===== src/rtl/pes_pkg.sv =====
package pes_pkg;

    localparam int MAX_TASKS = 3;
    localparam int CFG_IDX_W = 8;

    typedef enum logic [2:0] {
        ACT_IDLE     = 3'd0,
        ACT_DISCARD  = 3'd1,
        ACT_SERVE    = 3'd2,
        ACT_EXCHANGE = 3'd3,
        ACT_RUN      = 3'd4
    } t_action;

    localparam logic [CFG_IDX_W-1:0] REG_SERVER_CAPACITY = 8'd0;
    localparam logic [CFG_IDX_W-1:0] REG_SERVER_PERIOD   = 8'd1;
    localparam logic [CFG_IDX_W-1:0] REG_TASK0_PERIOD    = 8'd2;
    localparam logic [CFG_IDX_W-1:0] REG_TASK0_WCET      = 8'd3;
    localparam logic [CFG_IDX_W-1:0] REG_TASK1_PERIOD    = 8'd4;
    localparam logic [CFG_IDX_W-1:0] REG_TASK1_WCET      = 8'd5;
    localparam logic [CFG_IDX_W-1:0] REG_TASK2_PERIOD    = 8'd6;
    localparam logic [CFG_IDX_W-1:0] REG_TASK2_WCET      = 8'd7;

    typedef struct packed {
        logic [7:0]                  server_capacity;
        logic [15:0]                 server_period;
        logic [MAX_TASKS-1:0][15:0]  task_period;
        logic [MAX_TASKS-1:0][7:0]   task_wcet;
    } t_cfg;

    typedef struct packed {
        logic       arrives;
        logic [7:0] tag;
        logic [7:0] exec;
    } t_job;

    typedef struct packed {
        logic       pending;
        logic       overflow;
        logic       done;
        logic [7:0] done_tag;
    } t_qstat;

    typedef struct packed {
        t_action    action;
        logic [1:0] spent_level;
        logic [1:0] task_run;
        logic [1:0] parked_level;
        logic       job_done;
        logic [7:0] done_tag;
        logic [2:0] miss_mask;
        logic       queue_overflow;
    } t_result;

    function automatic logic [7:0] sat8_add(input logic [7:0] a, input logic [7:0] b);
        logic [8:0] s;
        s = {1'b0, a} + {1'b0, b};
        return s[8] ? 8'hFF : s[7:0];
    endfunction

endpackage


===== src/rtl/pes_cfg_if.sv =====
interface pes_cfg_if;
    logic       valid;
    logic       ready;
    logic [7:0] index;
    logic [15:0] data;

    modport source(output valid, index, data, input ready);
    modport sink(input valid, index, data, output ready);
endinterface


===== src/rtl/pes_job_if.sv =====
interface pes_job_if;
    logic       valid;
    logic       ready;
    logic       job_arrives;
    logic [7:0] job_tag;
    logic [7:0] job_exec;

    modport source(output valid, job_arrives, job_tag, job_exec, input ready);
    modport sink(input valid, job_arrives, job_tag, job_exec, output ready);
endinterface


===== src/rtl/pes_res_if.sv =====
interface pes_res_if;
    logic       valid;
    logic       ready;
    logic [2:0] action;
    logic [1:0] spent_level;
    logic [1:0] task_run;
    logic [1:0] parked_level;
    logic       job_done;
    logic [7:0] done_tag;
    logic [2:0] miss_mask;
    logic       queue_overflow;

    modport source(output valid, action, spent_level, task_run, parked_level, job_done,
                   done_tag, miss_mask, queue_overflow, input ready);
    modport sink(input valid, action, spent_level, task_run, parked_level, job_done,
                 done_tag, miss_mask, queue_overflow, output ready);
endinterface


===== src/rtl/pes_cfg_regs.sv =====
module pes_cfg_regs import pes_pkg::*; (
    input  logic      i_clk,
    input  logic      i_rst_n,
    pes_cfg_if.sink   i_cfg,
    output t_cfg      o_cfg
);

    t_cfg r_cfg;

    assign i_cfg.ready = 1'b1;
    assign o_cfg = r_cfg;

    always_ff @(posedge i_clk) begin
        if (!i_rst_n) begin
            r_cfg.server_capacity <= 8'd1;
            r_cfg.server_period   <= 16'd5;
            r_cfg.task_period[0]  <= 16'd10;
            r_cfg.task_wcet[0]    <= 8'd2;
            r_cfg.task_period[1]  <= 16'd20;
            r_cfg.task_wcet[1]    <= 8'd6;
            r_cfg.task_period[2]  <= 16'd1;
            r_cfg.task_wcet[2]    <= 8'd0;
        end else if (i_cfg.valid) begin
            case (i_cfg.index)
                REG_SERVER_CAPACITY: r_cfg.server_capacity <= i_cfg.data[7:0];
                REG_SERVER_PERIOD:   r_cfg.server_period   <= i_cfg.data;
                REG_TASK0_PERIOD:    r_cfg.task_period[0]  <= i_cfg.data;
                REG_TASK0_WCET:      r_cfg.task_wcet[0]    <= i_cfg.data[7:0];
                REG_TASK1_PERIOD:    r_cfg.task_period[1]  <= i_cfg.data;
                REG_TASK1_WCET:      r_cfg.task_wcet[1]    <= i_cfg.data[7:0];
                REG_TASK2_PERIOD:    r_cfg.task_period[2]  <= i_cfg.data;
                REG_TASK2_WCET:      r_cfg.task_wcet[2]    <= i_cfg.data[7:0];
                default: ;
            endcase
        end
    end

endmodule


===== src/rtl/pes_job_queue.sv =====
module pes_job_queue import pes_pkg::*; #(
    parameter int QUEUE_DEPTH = 8
) (
    input  logic   i_clk,
    input  logic   i_rst_n,
    input  logic   i_step,
    input  t_job   i_job,
    input  logic   i_serve,
    output t_qstat o_qstat
);

    localparam int AW = (QUEUE_DEPTH > 1) ? $clog2(QUEUE_DEPTH) : 1;
    localparam int CW = $clog2(QUEUE_DEPTH + 1);

    // entry layout: remaining units in [15:8], tag in [7:0]
    logic [15:0]   r_mem [QUEUE_DEPTH];
    logic [AW-1:0] r_head;
    logic [CW-1:0] r_count;
    logic [15:0]   r_head_ent;
    logic [15:0]   r_second;   // registered read of the entry behind the head

    logic          full, enq, done, has_next;
    logic [7:0]    exec_fix;
    logic [15:0]   in_ent, cur_ent, n_head_ent;
    logic [AW-1:0] wslot, n_head, raddr;
    logic [CW-1:0] n_count;

    function automatic logic [AW-1:0] wrap(input logic [AW:0] s);
        if (s >= (AW+1)'(QUEUE_DEPTH)) begin
            return AW'(s - (AW+1)'(QUEUE_DEPTH));
        end
        return AW'(s);
    endfunction

    always_comb begin
        full     = (r_count == CW'(QUEUE_DEPTH));
        enq      = i_job.arrives && !full;
        exec_fix = (i_job.exec == 8'd0) ? 8'd1 : i_job.exec;
        in_ent   = {exec_fix, i_job.tag};
        cur_ent  = (r_count == '0) ? in_ent : r_head_ent;
        done     = i_serve && (cur_ent[15:8] <= 8'd1);
        has_next = (r_count >= CW'(2)) || ((r_count == CW'(1)) && enq);
        wslot    = wrap({1'b0, r_head} + (AW+1)'(r_count));

        n_head     = r_head;
        n_head_ent = r_head_ent;
        n_count    = r_count;
        if (i_step) begin
            n_count = r_count + CW'(enq) - CW'(done);
            if (done) begin
                n_head = wrap({1'b0, r_head} + (AW+1)'(1));
                if (r_count >= CW'(2)) begin
                    n_head_ent = r_second;
                end else begin
                    n_head_ent = in_ent;
                end
            end else if (i_serve) begin
                n_head_ent = {cur_ent[15:8] - 8'd1, cur_ent[7:0]};
            end else if (r_count == '0) begin
                n_head_ent = in_ent;
            end
        end
        raddr = wrap({1'b0, n_head} + (AW+1)'(1));

        o_qstat.pending  = (r_count != '0) || enq;
        o_qstat.overflow = i_job.arrives && full;
        o_qstat.done     = done;
        o_qstat.done_tag = done ? cur_ent[7:0] : 8'd0;
    end

    always_ff @(posedge i_clk) begin
        if (!i_rst_n) begin
            r_head  <= '0;
            r_count <= '0;
        end else begin
            r_head  <= n_head;
            r_count <= n_count;
        end
    end

    always_ff @(posedge i_clk) begin
        if (i_step && enq) begin
            r_mem[wslot] <= in_ent;
        end
        if (i_step && enq && (wslot == raddr)) begin
            r_second <= in_ent;
        end else begin
            r_second <= r_mem[raddr];
        end
        if (!done || has_next) begin
            r_head_ent <= n_head_ent;
        end
    end

endmodule


===== src/rtl/pes_core.sv =====
module pes_core import pes_pkg::*; #(
    parameter int N_TASKS = 3
) (
    input  logic    i_clk,
    input  logic    i_rst_n,
    input  logic    i_step,
    input  t_cfg    i_cfg,
    input  t_qstat  i_qstat,
    output logic    o_serve,
    output t_result o_result
);

    localparam int NLEV = N_TASKS + 1;
    localparam int LW   = $clog2(NLEV);
    localparam int TW   = (N_TASKS > 1) ? $clog2(N_TASKS) : 1;

    logic [15:0] r_rel_cnt  [N_TASKS];
    logic [7:0]  r_task_rem [N_TASKS];
    logic [15:0] r_srv_cnt;
    logic [7:0]  r_budget   [NLEV];

    logic [15:0] n_rel_cnt  [N_TASKS];
    logic [7:0]  rem_rel    [N_TASKS];
    logic [7:0]  n_task_rem [N_TASKS];
    logic [15:0] n_srv_cnt;
    logic [7:0]  budget_rep [NLEV];
    logic [7:0]  n_budget   [NLEV];

    logic [2:0]    miss;
    logic          have_p, have_b;
    logic [TW-1:0] pidx;
    logic [LW-1:0] bidx, plevel;
    logic          serve, exch, run, disc;
    t_action       action;

    always_comb begin
        miss = '0;
        for (int i = 0; i < N_TASKS; i++) begin
            if (r_rel_cnt[i] == 16'd0) begin
                miss[i]      = (r_task_rem[i] != 8'd0);
                rem_rel[i]   = sat8_add(r_task_rem[i], i_cfg.task_wcet[i]);
                // a zero period acts as one
                n_rel_cnt[i] = (i_cfg.task_period[i] == 16'd0) ?
                               16'd0 : i_cfg.task_period[i] - 16'd1;
            end else begin
                rem_rel[i]   = r_task_rem[i];
                n_rel_cnt[i] = r_rel_cnt[i] - 16'd1;
            end
        end

        for (int l = 0; l < NLEV; l++) begin
            budget_rep[l] = r_budget[l];
        end
        if (r_srv_cnt == 16'd0) begin
            budget_rep[0] = sat8_add(r_budget[0], i_cfg.server_capacity);
            n_srv_cnt = (i_cfg.server_period == 16'd0) ? 16'd0 : i_cfg.server_period - 16'd1;
        end else begin
            n_srv_cnt = r_srv_cnt - 16'd1;
        end

        have_p = 1'b0;
        pidx   = '0;
        for (int i = N_TASKS - 1; i >= 0; i--) begin
            if (rem_rel[i] != 8'd0) begin
                have_p = 1'b1;
                pidx   = TW'(i);
            end
        end
        have_b = 1'b0;
        bidx   = '0;
        for (int l = NLEV - 1; l >= 0; l--) begin
            if (budget_rep[l] != 8'd0) begin
                have_b = 1'b1;
                bidx   = LW'(l);
            end
        end
        plevel = LW'(pidx) + LW'(1);

        serve = i_qstat.pending && have_b && (!have_p || (bidx <= plevel));
        exch  = !i_qstat.pending && have_p && have_b && (bidx < plevel);
        run   = !serve && !exch && have_p;
        disc  = !serve && !exch && !have_p && have_b;

        for (int l = 0; l < NLEV; l++) begin
            n_budget[l] = budget_rep[l];
        end
        if (serve || exch || disc) begin
            n_budget[bidx] = budget_rep[bidx] - 8'd1;
        end
        if (exch) begin
            // a unit parked onto a full level is lost
            n_budget[plevel] = sat8_add(budget_rep[plevel], 8'd1);
        end

        for (int i = 0; i < N_TASKS; i++) begin
            n_task_rem[i] = rem_rel[i];
        end
        if (exch || run) begin
            n_task_rem[pidx] = rem_rel[pidx] - 8'd1;
        end

        if (serve) begin
            action = ACT_SERVE;
        end else if (exch) begin
            action = ACT_EXCHANGE;
        end else if (run) begin
            action = ACT_RUN;
        end else if (disc) begin
            action = ACT_DISCARD;
        end else begin
            action = ACT_IDLE;
        end

        o_serve                 = serve;
        o_result.action         = action;
        o_result.spent_level    = (serve || exch || disc) ? 2'(bidx) : 2'd0;
        o_result.task_run       = (exch || run) ? 2'(pidx) : 2'd0;
        o_result.parked_level   = exch ? 2'(plevel) : 2'd0;
        o_result.job_done       = i_qstat.done;
        o_result.done_tag       = i_qstat.done_tag;
        o_result.miss_mask      = miss;
        o_result.queue_overflow = i_qstat.overflow;
    end

    always_ff @(posedge i_clk) begin
        if (!i_rst_n) begin
            for (int i = 0; i < N_TASKS; i++) begin
                r_rel_cnt[i]  <= 16'd0;
                r_task_rem[i] <= 8'd0;
            end
            for (int l = 0; l < NLEV; l++) begin
                r_budget[l] <= 8'd0;
            end
            r_srv_cnt <= 16'd0;
        end else if (i_step) begin
            for (int i = 0; i < N_TASKS; i++) begin
                r_rel_cnt[i]  <= n_rel_cnt[i];
                r_task_rem[i] <= n_task_rem[i];
            end
            for (int l = 0; l < NLEV; l++) begin
                r_budget[l] <= n_budget[l];
            end
            r_srv_cnt <= n_srv_cnt;
        end
    end

endmodule


===== src/rtl/priority_exchange_scheduler.sv =====
// Priority Exchange server scheduler. Each request on the job channel is one time
// unit (tick): it releases due periodic tasks, queues an optional aperiodic job,
// replenishes the level-0 server budget and makes one scheduling choice, returned
// as exactly one result per tick on the result channel. A tick enters the input
// register, is evaluated by combinational logic and lands in the result register.
// One tick is taken every cycle while results are taken; a tick waits in the
// input register as long as a result waits in the result register. Configuration
// writes are always ready and belong to idle periods. The aperiodic queue holds
// QUEUE_DEPTH jobs in a memory; the head job and the one behind it are kept in
// registers so the single read port keeps up with one completion per tick.
module priority_exchange_scheduler import pes_pkg::*; #(
    parameter int N_TASKS     = 3,
    parameter int QUEUE_DEPTH = 8
) (
    input  logic      i_clk,
    input  logic      i_rst_n,
    pes_cfg_if.sink   i_cfg,
    pes_job_if.sink   i_job,
    pes_res_if.source o_res
);

    t_cfg    cfg;
    t_qstat  qstat;
    t_result result;
    logic    serve, step;

    logic    r_in_v;
    t_job    r_in;
    logic    r_out_v;
    t_result r_out;

    assign step        = r_in_v && (!r_out_v || o_res.ready);
    assign i_job.ready = !r_in_v || step;

    always_ff @(posedge i_clk) begin
        if (!i_rst_n) begin
            r_in_v  <= 1'b0;
            r_out_v <= 1'b0;
        end else begin
            if (i_job.ready) begin
                r_in_v <= i_job.valid;
            end
            if (step) begin
                r_out_v <= 1'b1;
            end else if (o_res.ready) begin
                r_out_v <= 1'b0;
            end
        end
    end

    always_ff @(posedge i_clk) begin
        if (i_job.valid && i_job.ready) begin
            r_in.arrives <= i_job.job_arrives;
            r_in.tag     <= i_job.job_tag;
            r_in.exec    <= i_job.job_exec;
        end
        if (step) begin
            r_out <= result;
        end
    end

    pes_cfg_regs u_cfg (
        .i_clk   (i_clk),
        .i_rst_n (i_rst_n),
        .i_cfg   (i_cfg),
        .o_cfg   (cfg)
    );

    pes_job_queue #(.QUEUE_DEPTH(QUEUE_DEPTH)) u_queue (
        .i_clk   (i_clk),
        .i_rst_n (i_rst_n),
        .i_step  (step),
        .i_job   (r_in),
        .i_serve (serve),
        .o_qstat (qstat)
    );

    pes_core #(.N_TASKS(N_TASKS)) u_core (
        .i_clk    (i_clk),
        .i_rst_n  (i_rst_n),
        .i_step   (step),
        .i_cfg    (cfg),
        .i_qstat  (qstat),
        .o_serve  (serve),
        .o_result (result)
    );

    assign o_res.valid          = r_out_v;
    assign o_res.action         = r_out.action;
    assign o_res.spent_level    = r_out.spent_level;
    assign o_res.task_run       = r_out.task_run;
    assign o_res.parked_level   = r_out.parked_level;
    assign o_res.job_done       = r_out.job_done;
    assign o_res.done_tag       = r_out.done_tag;
    assign o_res.miss_mask      = r_out.miss_mask;
    assign o_res.queue_overflow = r_out.queue_overflow;

endmodule


===== src/flat_wrapper.sv =====
// flat-port wrapper written by rule: the top's interface ports become plain ports
module priority_exchange_scheduler_flat import pes_pkg::*;
#(
    parameter int N_TASKS     = 3,
    parameter int QUEUE_DEPTH = 8
)
  (i_clk, i_rst_n, i_cfg_valid, i_cfg_index, i_cfg_data, i_cfg_ready, i_job_valid, i_job_job_arrives, i_job_job_tag, i_job_job_exec, i_job_ready, o_res_valid, o_res_action, o_res_spent_level, o_res_task_run, o_res_parked_level, o_res_job_done, o_res_done_tag, o_res_miss_mask, o_res_queue_overflow, o_res_ready);
  pes_cfg_if i_cfg_i ();
  pes_job_if i_job_i ();
  pes_res_if o_res_i ();
  input  logic i_clk;
  input  logic i_rst_n;
  input wire logic [$bits(i_cfg_i.valid)-1:0] i_cfg_valid;
  input wire logic [$bits(i_cfg_i.index)-1:0] i_cfg_index;
  input wire logic [$bits(i_cfg_i.data)-1:0] i_cfg_data;
  output wire logic [$bits(i_cfg_i.ready)-1:0] i_cfg_ready;
  input wire logic [$bits(i_job_i.valid)-1:0] i_job_valid;
  input wire logic [$bits(i_job_i.job_arrives)-1:0] i_job_job_arrives;
  input wire logic [$bits(i_job_i.job_tag)-1:0] i_job_job_tag;
  input wire logic [$bits(i_job_i.job_exec)-1:0] i_job_job_exec;
  output wire logic [$bits(i_job_i.ready)-1:0] i_job_ready;
  output wire logic [$bits(o_res_i.valid)-1:0] o_res_valid;
  output wire logic [$bits(o_res_i.action)-1:0] o_res_action;
  output wire logic [$bits(o_res_i.spent_level)-1:0] o_res_spent_level;
  output wire logic [$bits(o_res_i.task_run)-1:0] o_res_task_run;
  output wire logic [$bits(o_res_i.parked_level)-1:0] o_res_parked_level;
  output wire logic [$bits(o_res_i.job_done)-1:0] o_res_job_done;
  output wire logic [$bits(o_res_i.done_tag)-1:0] o_res_done_tag;
  output wire logic [$bits(o_res_i.miss_mask)-1:0] o_res_miss_mask;
  output wire logic [$bits(o_res_i.queue_overflow)-1:0] o_res_queue_overflow;
  input wire logic [$bits(o_res_i.ready)-1:0] o_res_ready;
  assign i_cfg_i.valid = i_cfg_valid;
  assign i_cfg_i.index = i_cfg_index;
  assign i_cfg_i.data = i_cfg_data;
  assign i_cfg_ready = i_cfg_i.ready;
  assign i_job_i.valid = i_job_valid;
  assign i_job_i.job_arrives = i_job_job_arrives;
  assign i_job_i.job_tag = i_job_job_tag;
  assign i_job_i.job_exec = i_job_job_exec;
  assign i_job_ready = i_job_i.ready;
  assign o_res_valid = o_res_i.valid;
  assign o_res_action = o_res_i.action;
  assign o_res_spent_level = o_res_i.spent_level;
  assign o_res_task_run = o_res_i.task_run;
  assign o_res_parked_level = o_res_i.parked_level;
  assign o_res_job_done = o_res_i.job_done;
  assign o_res_done_tag = o_res_i.done_tag;
  assign o_res_miss_mask = o_res_i.miss_mask;
  assign o_res_queue_overflow = o_res_i.queue_overflow;
  assign o_res_i.ready = o_res_ready;
  priority_exchange_scheduler #(.N_TASKS(N_TASKS), .QUEUE_DEPTH(QUEUE_DEPTH)) u_core (.i_clk(i_clk), .i_rst_n(i_rst_n), .i_cfg(i_cfg_i), .i_job(i_job_i), .o_res(o_res_i));
endmodule

===== config.mk =====
export PLATFORM = sky130hd
export DESIGN_NAME = priority_exchange_scheduler_flat
export DESIGN_NICKNAME = d
export VERILOG_FILES = /design/src/rtl/pes_pkg.sv /design/src/rtl/pes_cfg_if.sv /design/src/rtl/pes_job_if.sv /design/src/rtl/pes_res_if.sv /design/src/rtl/pes_cfg_regs.sv /design/src/rtl/pes_job_queue.sv /design/src/rtl/pes_core.sv /design/src/rtl/priority_exchange_scheduler.sv /design/src/flat_wrapper.sv
export SDC_FILE = /design/constraint.sdc
export NUM_CORES = 1
export LEC_CHECK = 0
export BUFFER_PORTS_ARGS = -buffer_cell sky130_fd_sc_hd__buf_2
export CAP_MARGIN = 10
export CORE_ASPECT_RATIO = 0.9
export CORE_MARGIN = 5
export CORE_UTILIZATION = 53
export DETAILED_ROUTE_END_ITERATION = 8
export GPL_ROUTABILITY_DRIVEN = 0
export GPL_TIMING_DRIVEN = 0
export PLACE_DENSITY = 0.74
export SLEW_MARGIN = 25
export SYNTH_ARGS = -nofsm -noshare
export SYNTH_HDL_FRONTEND = slang
export SYNTH_SLANG_ARGS = --single-unit

===== constraint.sdc =====
create_clock -name i_clk -period 9.95 [get_ports i_clk]
set_input_delay 0.4975 -clock i_clk [delete_from_list [all_inputs] [get_ports i_clk]]
set_output_delay 0.4975 -clock i_clk [all_outputs]
set_load 0.02 [all_outputs]

==> impl_metrics.prom <==
# TYPE chip_impl_metric gauge
chip_impl_info{name="criticalPathCategory",value="flip-flop to flip-flop"} 1
chip_impl_metric{name="synth_cell_types",unit=""} 90
chip_impl_metric{name="final.period_utilization",unit="%"} 81.4
chip_impl_info{name="rsz0062_at_grt",value="false"} 1
chip_impl_metric{name="cts_post_setup_buffers_inserted",unit=""} 0
chip_impl_metric{name="total_routing_usage_gr",unit="%"} 25.5
chip_impl_metric{name="placedInstanceArea",unit="mm²"} 0.0242
chip_impl_metric{name="remaining_drc_errors",unit=""} 0
chip_impl_metric{name="tns",unit="ps"} 0
chip_impl_metric{name="wl_per_cell",unit="µm"} 21.5
chip_impl_metric{name="synth-edff-count",unit=""} 287
chip_impl_metric{name="grt_pass1_vias",unit=""} 17700
chip_impl_metric{name="area_growth_syn_to_layout",unit="%"} 11.8
chip_impl_metric{name="leakagePower",unit="nW"} 9.58
chip_impl_metric{name="share_of_async_settable_or_async_resettable_flops_after_synthesis",unit="%"} 0
chip_impl_metric{name="total_die_area",unit="mm²"} 0.0477
chip_impl_metric{name="synth.avg_cell_area",unit="µm²"} 10.4
chip_impl_metric{name="grt_pass1_wl",unit="µm"} 97700
chip_impl_metric{name="holdBufCountCts",unit=""} 0
chip_impl_metric{name="syn_inst_count",unit=""} 2223
chip_impl_metric{name="post_cts_resized",unit=""} 0
chip_impl_metric{name="start_util",unit="%"} 53.5
chip_impl_metric{name="final_antenna_net_count",unit=""} 0
chip_impl_metric{name="rows",unit=""} 72
chip_impl_metric{name="cts_max_path_buffers",unit=""} 3
chip_impl_metric{name="floorplan.die.height",unit="µm"} 208
chip_impl_info{name="synthFlopType",value="edfxtp_1"} 1
chip_impl_info{name="critPathLaunch",value="u_core.u_core.r_task_rem[0][16]$_SDFFCE_PN0P_"} 1
chip_impl_metric{name="power_density",unit="mW/mm²"} 170
chip_impl_metric{name="grt_overflow_total",unit=""} 0
chip_impl_metric{name="worstMarginPinSlew",unit="ps"} 1030
chip_impl_metric{name="finalMaxSlewViolations",unit=""} 0
chip_impl_metric{name="final_hold_fails",unit=""} 0
chip_impl_metric{name="drt_iter0_markers",unit=""} 2295
chip_impl_metric{name="antenna_found_initial",unit=""} 1
chip_impl_metric{name="design.portCount",unit=""} 71
chip_impl_info{name="cp-start-kind",value="flip-flop"} 1
chip_impl_metric{name="holdWs",unit="ps"} 78.3
chip_impl_metric{name="timing.critical_path.required",unit="ps"} 10240
chip_impl_metric{name="ffs_latches_synth",unit=""} 411
chip_impl_info{name="result_of_the_run",value="complete, no violations"} 1
chip_impl_metric{name="clkLatencyLatePin",unit="ps"} 600
chip_impl_metric{name="io_buffer_count",unit=""} 59
chip_impl_metric{name="post-synth-top-area-fraction",unit="%"} 37.5
chip_impl_info{name="root_buffer",value="clkbuf_16"} 1
chip_impl_metric{name="slew_headroom",unit="%"} 30.7
chip_impl_metric{name="arrival_time_at_the_worst_endpoint",unit="ps"} 8380
chip_impl_metric{name="setup_viol_count_final",unit=""} 0
chip_impl_metric{name="drt-vias-per-instance",unit=""} 6.31
chip_impl_metric{name="via_count",unit=""} 18500
chip_impl_metric{name="post-dp-hpwl",unit="µm"} 45300
chip_impl_metric{name="synth_sequential_area_ratio",unit="%"} 48.2
chip_impl_metric{name="core_region_area",unit="mm²"} 0.0430
chip_impl_info{name="worstReg2RegStart",value="u_core.u_core.r_task_rem[0][16]$_SDFFCE_PN0P_"} 1
chip_impl_metric{name="cts-buffers-inserted",unit=""} 45
chip_impl_info{name="layout_commonest_cell",value="edfxtp_1"} 1
chip_impl_metric{name="clock_slew_at_reported_path_ffs",unit="ps"} 60
chip_impl_metric{name="h-tree-depth",unit=""} 2
chip_impl_info{name="most-common-layout-cells",value="edfxtp_1 (287), nand2_1 (255), nor2_1 (183)"} 1
chip_impl_info{name="crit_slowest_cell",value="or4_1"} 1
chip_impl_metric{name="timing.clock.skew",unit="ps"} 29.0
chip_impl_info{name="endpoint_kind",value="flip-flop"} 1
chip_impl_metric{name="maxClockFrequency",unit="GHz"} 0.123
chip_impl_metric{name="drt-pass1-iter-count",unit=""} 6
chip_impl_metric{name="cap_viol_max_count",unit=""} 0
chip_impl_metric{name="grt_start_max_net_pins",unit=""} 45
chip_impl_metric{name="critical-path-max-stage-delay",unit="ps"} 680
chip_impl_metric{name="postRouteWirelength",unit="µm"} 62900
chip_impl_info{name="synth_top_cells_by_area",value="edfxtp_1 (37%), dfxtp_1 (11%), nand2_1 (4.2%)"} 1
chip_impl_metric{name="finalNetCount",unit=""} 2456
chip_impl_metric{name="syn_area",unit="mm²"} 0.0230
chip_impl_metric{name="floorplan.die.width",unit="µm"} 230
chip_impl_info{name="hold_path.startpoint",value="i_job_job_tag[6]"} 1
chip_impl_info{name="holdCritPathClass",value="input pin to flip-flop"} 1
chip_impl_metric{name="stdcell_area",unit="mm²"} 0.0257
chip_impl_info{name="synth_area_leader_cell",value="edfxtp_1"} 1
chip_impl_info{name="cp_top_family",value="compound AO/OA/AOI/OAI gates"} 1
chip_impl_metric{name="postLayoutCoreUtil",unit="%"} 59.9
chip_impl_metric{name="syn_nets",unit=""} 2340
chip_impl_metric{name="synth.yosys.warnings",unit=""} 0
chip_impl_info{name="clock_tree_from_tritoncts",value="built"} 1
chip_impl_info{name="path_cells",value="ha_1 > fa_1 > a211o_1 > a2111oi_0 > o21ai_0 > o31ai_1 > nand4_1 > or4_1 > nand3_1 > inv_1 > ha_1 > clkbuf_1 > clkbuf_1 > clkbuf_1 > mux4_2 > ha_1 > nand2_1 > nand3_1 > nand2_1 > nor3_2 > buf_2 > o31ai_1 > a21oi_1"} 1
chip_impl_metric{name="period_needed",unit="ps"} 8100
chip_impl_metric{name="layout.filler_cells",unit=""} 3428
chip_impl_metric{name="worstPathMaxFanout",unit=""} 10
chip_impl_metric{name="total_clock_sinks",unit=""} 411
chip_impl_metric{name="ir_drop",unit="mV"} 0.136
chip_impl_metric{name="fraction_of_final_layout_cells_with_drive_strength_greater_than_1",unit="%"} 10.9
chip_impl_metric{name="buffer_and_inverter_count_on_the_worst_path",unit=""} 5
-- cell usage after synthesis, types with 11 or more instances --
cell and number:
nand3_1 39, nor3b_1 14, dfxtp_1 124, o21a_1 14, o21bai_1 11, ha_1 65, nand2_1 256, nand2b_1 23
a21o_1 16, inv_1 55, a21oi_1 131, nor2_1 189, or4_1 14, nand3b_1 14, a22oi_1 22, and2_1 15
and3_1 15, o31ai_1 18, o22a_1 11, mux2i_1 87, a21boi_0 54, o22ai_1 17, edfxtp_1 287, nor3_1 52
mux2_2 13, nor4_1 42, o21ai_0 66, clkbuf_1 100, or3_1 30, mux4_2 36, o211ai_1 23, nor2b_1 58
a211oi_1 27, xor2_1 65, xnor2_1 50
-- kinds of logic after synthesis --
logic type	count (synthesis)	synth area share, %
and+or+nand+nor	819	17.8
AOI/OAI and AO/OA	497	14.7
DFF	411	48.2
buffers and inverters	173	2.94
muxes	136	7.94
xor gates and xnor gates	115	4.38
adders and majority gates	71	4.06
other	1	0.0163
-- power by group --
part	internal [mW]	total (mW)	switching, mW
Combinational	0.269	0.752	0.482
Clock	0.960	1.67	0.712
Sequential	1.90	1.96	0.0592
Total	3.13	4.38	1.25
-- state kept, by name, summed over array words and instances (netlist names), named ones only --
register                     cells
u_core.o_res.action              3
u_core.o_res.done_tag            8
u_core.o_res.job_done            1
u_core.o_res.miss_mask           3
u_core.o_res.parked_level        2
u_core.o_res.queue_overflow      1
u_core.o_res.spent_level         2
u_core.o_res.task_run            2
u_core.o_res.valid               1
u_core.r_in                     17
u_core.r_in_v                    1
u_core.u_cfg.o_cfg              96
u_core.u_core.r_budget          32
u_core.u_core.r_rel_cnt         48
u_core.u_core.r_srv_cnt         16
u_core.u_core.r_task_rem        24
u_core.u_queue.r_count           4
u_core.u_queue.r_head            3
u_core.u_queue.r_head_ent       16
u_core.u_queue.r_mem           128
-- through the flow --
| stage | total power, mW | std cells | setup slack [ps] |
|---|---|---|---|
| after global placement | 2.69 | 2837 | 2140 |
| after detailed placement | 2.71 | 2847 | 2140 |
| after global routing | 4.54 | 2931 | 1240 |
| final | 4.38 | 2931 | 1850 |
| after CTS | 4.38 | 2930 | 2080 |
| after floorplan | 2.50 | 2223 | 3650 |
-- routing by layer --
layer  up-vias  global-route usage (%)  part of all wire [%]
li1       8512                       -                     -
met1      8846                    36.3                    42
met2       964                    38.1                    44
met3       174                    5.91                    10
met4         0                    10.3                   3.9
met5         -                       0                     0
-- worst paths after layout --
check / endpoint / slack, ps / cells past startpoint
setup / recovery: u_core.u_core.r_budget[0][4]$_SDFFCE_PN0P_ / 1850 / 23
hold / removal: u_core.r_in[14]$_DFFE_PP_ / 80 / 1
setup reg to reg: u_core.u_core.r_budget[0][4]$_SDFFCE_PN0P_ / 1850 / 23
hold reg to reg: u_core.u_cfg.o_cfg[78]$_SDFFE_PN0P_ / 480 / 2
-- layout make-up --
type,instances,area [µm²],area share [%]
Clock buffer,59,1260,4.92
Multi-Input combinational cell,1639,11300,43.9
Clock inverter,24,238,0.924
Sequential cell,411,11100,43.2
Timing Repair Buffer,69,438,1.70
Inverter,57,214,0.832
Buffer,116,465,1.81
Antenna cell,1,2.50,0.00973
Tap cell,555,694,2.70
(Power assumes the default switching activity.)
